## src/pnt_pkg.sv

```systemverilog
// Shared types and constants for the polygonal number test.
// Used by pnt_sub and polygonal_number_test; depends on nothing.
package pnt_pkg;

  localparam int unsigned SideW     = 16;
  localparam int unsigned CandW     = 32;
  localparam int unsigned RankW     = 32;
  localparam int unsigned InTdataW  = SideW + CandW;
  localparam int unsigned OutTdataW = RankW;

  typedef enum logic {
    OP_ROOT,
    OP_DIV
  } op_e;

endpackage

```

## src/pnt_sub.sv

```systemverilog
// Shared trial-subtract unit of the polygonal number test: one step of the
// bit-pair square root or of the restoring division. Depends on pnt_pkg.
module pnt_sub #(
  parameter int unsigned SW  = 28,
  parameter int unsigned H   = 26,
  parameter int unsigned DVW = 17
) (
  input  pnt_pkg::op_e   op_i,
  input  logic [SW-1:0]  rem_i,
  input  logic [H-1:0]   root_i,
  input  logic [1:0]     pair_i,
  input  logic           nbit_i,
  input  logic [DVW-1:0] divisor_i,
  output logic [SW-1:0]  rem_o,
  output logic           ge_o
);

  logic [SW-1:0] a;
  logic [SW-1:0] b;
  logic [SW:0]   diff;

  always_comb begin
    case (op_i)
      pnt_pkg::OP_ROOT: begin
        a = SW'({rem_i[H-1:0], pair_i});
        b = SW'({root_i, 2'b01});
      end
      pnt_pkg::OP_DIV: begin
        a = SW'({rem_i[DVW-1:0], nbit_i});
        b = SW'(divisor_i);
      end
      default: begin
        a = '0;
        b = '0;
      end
    endcase
  end

  assign diff  = {1'b0, a} - {1'b0, b};
  assign ge_o  = ~diff[SW];
  assign rem_o = ge_o ? diff[SW-1:0] : a;

endmodule

```

## config.mk

```make
export PLATFORM = sky130hd
export DESIGN_NAME = pnt_sub
export DESIGN_NICKNAME = d
export VERILOG_FILES = /design/src/pnt_pkg.sv /design/src/pnt_sub.sv
export SDC_FILE = /design/constraint.sdc
export NUM_CORES = 1
export LEC_CHECK = 0
export ABC_AREA = 1
export BUFFER_PORTS_ARGS = -buffer_cell sky130_fd_sc_hd__clkbuf_2
export CORE_ASPECT_RATIO = 1.2
export CORE_UTILIZATION = 45
export DETAILED_ROUTE_END_ITERATION = 7
export GPL_ROUTABILITY_DRIVEN = 1
export PLACE_DENSITY = 0.72
export SYNTH_ARGS = -nofsm -noshare
export SYNTH_HDL_FRONTEND = slang
export SYNTH_SLANG_ARGS = --single-unit
```

## constraint.sdc

```tcl
create_clock -name vclk -period 3.1
set_input_delay 0.31 -clock vclk [all_inputs]
set_output_delay 0.31 -clock vclk [all_outputs]
set_load 0.01 [all_outputs]
```

* Yosys cells after proc, flatten, opt, wreduce, memory -nomap -nowiden
Cells that the tools add are included.
** Operators by class
- $add $sub $neg :: 1
- Muxes and demuxes :: 3
- Bitwise operators :: 2
** Operator list (count)
- one-hot mux 28 bit (2 select lines) :: 2
- subtractor 28 x 28 -> 29 bit :: 1
- 2-to-1 mux 28 bit :: 1
- NOT 1 bit :: 2
** Storage, ports and cells
- Register bits after elaboration :: 0
- Input bits :: 75
- Word-level logic and storage cells :: 6

* Logic depth before layout (Yosys ltp)
- Word-level depth :: 4
- Depth in mapped cells :: 20
- Depth with buffers taken out :: 17

* Worst setup path before layout
OpenSTA, ideal clock, no wires.
- Kind :: in2out
- Start :: input port op_i
- End :: output port rem_o[19]
- Arrival time :: 2.528 ns
- Required time :: 2.790 ns
- Slack :: 0.262 ns
- Stages on the path :: 19
- Path buffers :: 3
- Cells stage by stage :: clkbuf_1 -> inv_1 -> clkbuf_1 -> or2_2 -> ha_1 -> inv_1 -> fa_1 -> nand3_1 -> nand3_2 -> nand2_4 -> nand2_4 -> nand2_4 -> nand2_4 -> nand2_2 -> nand2_4 -> inv_8 -> buf_12 -> nand2_2 -> nand2_1
** On the way
- Word-level cells in the longest chain between the ends :: 4
- Elaborated cells on any way between the ends :: 5
- Classes of those cells :: 1 x add/sub; 3 x mux; 1 x bitwise
** Ends and longest elaborated chain
- start, declared :: RTL line pnt_sub.sv:8 : input pnt_pkg::op_e op_i,
- NOT 1 bit :: RTL line pnt_sub.sv:23 : case (op_i)
- one-hot mux 28 bit (2 select lines) :: RTL line pnt_sub.sv:23
- subtractor 28 x 28 -> 29 bit :: RTL line pnt_sub.sv:39 : assign diff = {1'b0, a} - {1'b0, b};
- 2-to-1 mux 28 bit (*) :: RTL line pnt_sub.sv:41 : assign rem_o = ge_o ? diff[SW-1:0] : a;
- end, declared :: RTL line pnt_sub.sv:14 : output logic [SW-1:0] rem_o,
Every way passes the cells marked *; elsewhere a longest branch is shown, timed or not.

* Worst setup path after layout
- Start :: input port op_i
- End :: output port rem_o[27]
Same word-level chain as after synthesis.

==> summary.txt <==
Status
  • Status: complete, no violations

Min path
  • Worst hold path class: input port to output pin

Yosys
  • Mapped Nets: 724
  • Largest family of logic cells by synthesized area: simple AND/OR/NAND/NOR gates
  • Post-synthesis mux area share: 0.0513
  • Cell taking the most area after synthesis: nand2_1
  • Top-count cell post-synth: nand2_1
  • Yosys warns: 0
  • Top post-synthesis cells by count: nand2_1 (286), inv_1 (100), nor2_1 (43)
  • Sequential area share after synthesis: 0
  • Adder-Cell Fraction of Synth Area: 0.119
  • Share of Yosys cell area claimed by the top area cell type: 0.344
  • Cell count after synthesis: 620
  • XOR/XNOR share of the synthesized area: 0.0337
  • Unique cell type count in the Yosys netlist: 34
  • Simple-gate share of the synthesized area: 0.596
  • Top post-synthesis cells by area: nand2_1 (34%), inv_1 (12%), ha_1 (11%)
  • Synthesized cell area: 3120 um^2
  • Synth Area per Inst: 5.03 um^2
  • Post-synthesis compound-gate area fraction: 0.0349

Worst setup path
  • CP Launch Type: input port
  • Worst path top cell family by delay: simple AND/OR/NAND/NOR gates
  • Crit-path most repeated cell: nand2_1
  • Kind of critical path: input port to output pin
  • Critical Path RT: 2.79 ns
  • Buffers and inverters on the worst path: 3
  • CP Max Fanout: 23
  • CP cell instances: clkbuf_2 -> buf_4 -> mux2i_1 -> ha_1 -> nand2_1 -> nor2_1 -> and2_1 -> nand2_1 -> nand3_1 -> nand2_1 -> nand2_1 -> nand2_1 -> nand3_1 -> nand2_1 -> clkbuf_2
  • Critical Path Max Stage Delay: 0.34 ns
  • Critical Path Sink Type: output pin
  • CP max-delay cell: ha_1
  • Worst endpoint data arrival time: 2.60 ns

Power
  • Reg power frac: 0
  • Switching portion of total power: 0.630
  • Ratio of total power to cell area: 262 nW/um^2
  • Peak supply drop: 104 uV
  • P_leak: 2.52 nW
  • Combinational Power Share: 1.000
  • Internal power: 0.000358 W
  • Net Switching: 0.000610 W
  • Clock Power Share: 0

Global routing
  • Initial antenna violation count: 0
  • Global Route met1 Usage: 0.270
  • Largest net degree at the start of global routing: 28
  • Gr usage total: 0.255
  • GRT met3 Usage: 0.00683
  • Most Used Layer, Global Route: met2
  • GR Util met2: 0.518
  • Vias in the first global route: 3466
  • First-pass GRT wire length: 14.9 mm
  • Gr ovfl total: 0

Detailed routing
  • WL final: 9.29 mm
  • Vias/cell: 4.79
  • Routed vias: 3846
  • # DRC: 0
  • Initial DRC Count: 101
  • Wirelength per Cell: 11.6 um
  • Pre-antenna DRT Iters: 4
  • Post-DRT Antenna Nets: 0

Layout
  • Ant diodes: 0
  • Fin nets: 824
  • FILL cells: 744
  • Fraction of layout cells with a size suffix above 1: 0.226
  • Register area: 0 um^2
  • Num sequential: 0
  • Clk_buf instances: 0
  • Area Overhead vs Synth: 18.4%

STA
  • Max Slew Vio Count: 0
  • Normalized max-slew margin: 0.804
  • Max Fclk: 0.344 GHz
  • Setup violators final: 0
  • Worst-Margin Slew: 0.294 ns
  • Final hold vios: 0
  • Tcrit/Tclk final: 0.938
  • RSZ-0062 raised after global routing: false
  • Setup TNS Final: 0 ns
  • Crit path time final: 2.91 ns
  • Hold WS: 0.997 ns

Floorplanning
  • Site Rows: 32
  • Die width: 78.0 um
  • Die Area: 7270 um^2
  • Starting Density: 0.475
  • Die span in y: 93.2 um
  • Io pins: 104
  • Core area: 6570 um^2

Place
  • Routability-driven placement congestion ratio: 0.997
  • Port Buf Inserts: 102
  • DP HPWL: 8.17 mm

CTS
  • Buffer count from post-CTS setup fixing: 0
  • Cts hold-fix bufs: 0
  • Post_cts resized: 0

Flow run
  • Max-cap viol count: 0
-- final timing paths --
| kind | slack [ns] | from | cells after the start | end |
|---|---|---|---|---|
| setup / recovery | 0.19 | op_i | 15 | rem_o[27] |
| hold / removal | 1.0 | rem_i[25] | 6 | rem_o[27] |
-- area by class of cell --
type | instances | area [um^2] | share of cell area
multi-input cells | 501 | 2610 | 0.705
repair buffers | 111 | 578 | 0.156
inverters | 106 | 405 | 0.110
well taps | 85 | 106 | 0.0288
-- metrics by stage --
stage           util  setup WS (ns)  area (um^2)  power, W  std cells
3_3_place_gp   0.563          0.228         3690  0.000956        803
4_1_cts        0.563          0.193         3690  0.000971        803
6_report       0.563          0.193         3690  0.000968        803
3_5_place_dp   0.563          0.200         3690  0.000968        803
2_1_floorplan      -          0.262         3120  0.000699        620
5_1_grt        0.563         0.0154         3690   0.00108        803
-- per-layer routing --
metal	vias to the layer above	part of all wire
met5	-	0
met3	24	0.049
met2	127	0.50
met1	1618	0.41
met4	0	0.041
li1	2077	-
-- power groups by stage --
stage               sequential (W)  combinational [W]  clock (W)
finish                           0           0.000968          0
detailed placement               0           0.000968          0
global route                     0            0.00108          0
global placement                 0           0.000956          0
floorplan                        0           0.000699          0
CTS                              0           0.000971          0
-- cell usage in the layout, fill, tap and decap left out, drive strengths merged, types with 2 or more instances in the layout --
master | synthesis | final
xor2 | 12 | 12
nand2 | 320 | 320
inv | 106 | 106
nand4 | 7 | 7
nor2 | 49 | 49
mux2i | 16 | 16
nand3b | 5 | 5
and2 | 2 | 2
o21ai | 4 | 4
nand3 | 37 | 37
nor3 | 3 | 3
ha | 28 | 28
a21oi | 14 | 14
buf | 8 | 9
clkbuf | 5 | 102
-- logic make-up (layout without fill, tap and decap cells) --
family	Yosys count	after routing
AOI/OAI and AO/OA	20	20
xor gates and xnor gates	12	12
muxes	16	16
buffers and inverters	119	217
and+or+nand+nor	424	424
adders and majority gates	29	29
Note: power is estimated with default switching activity, not from simulation.
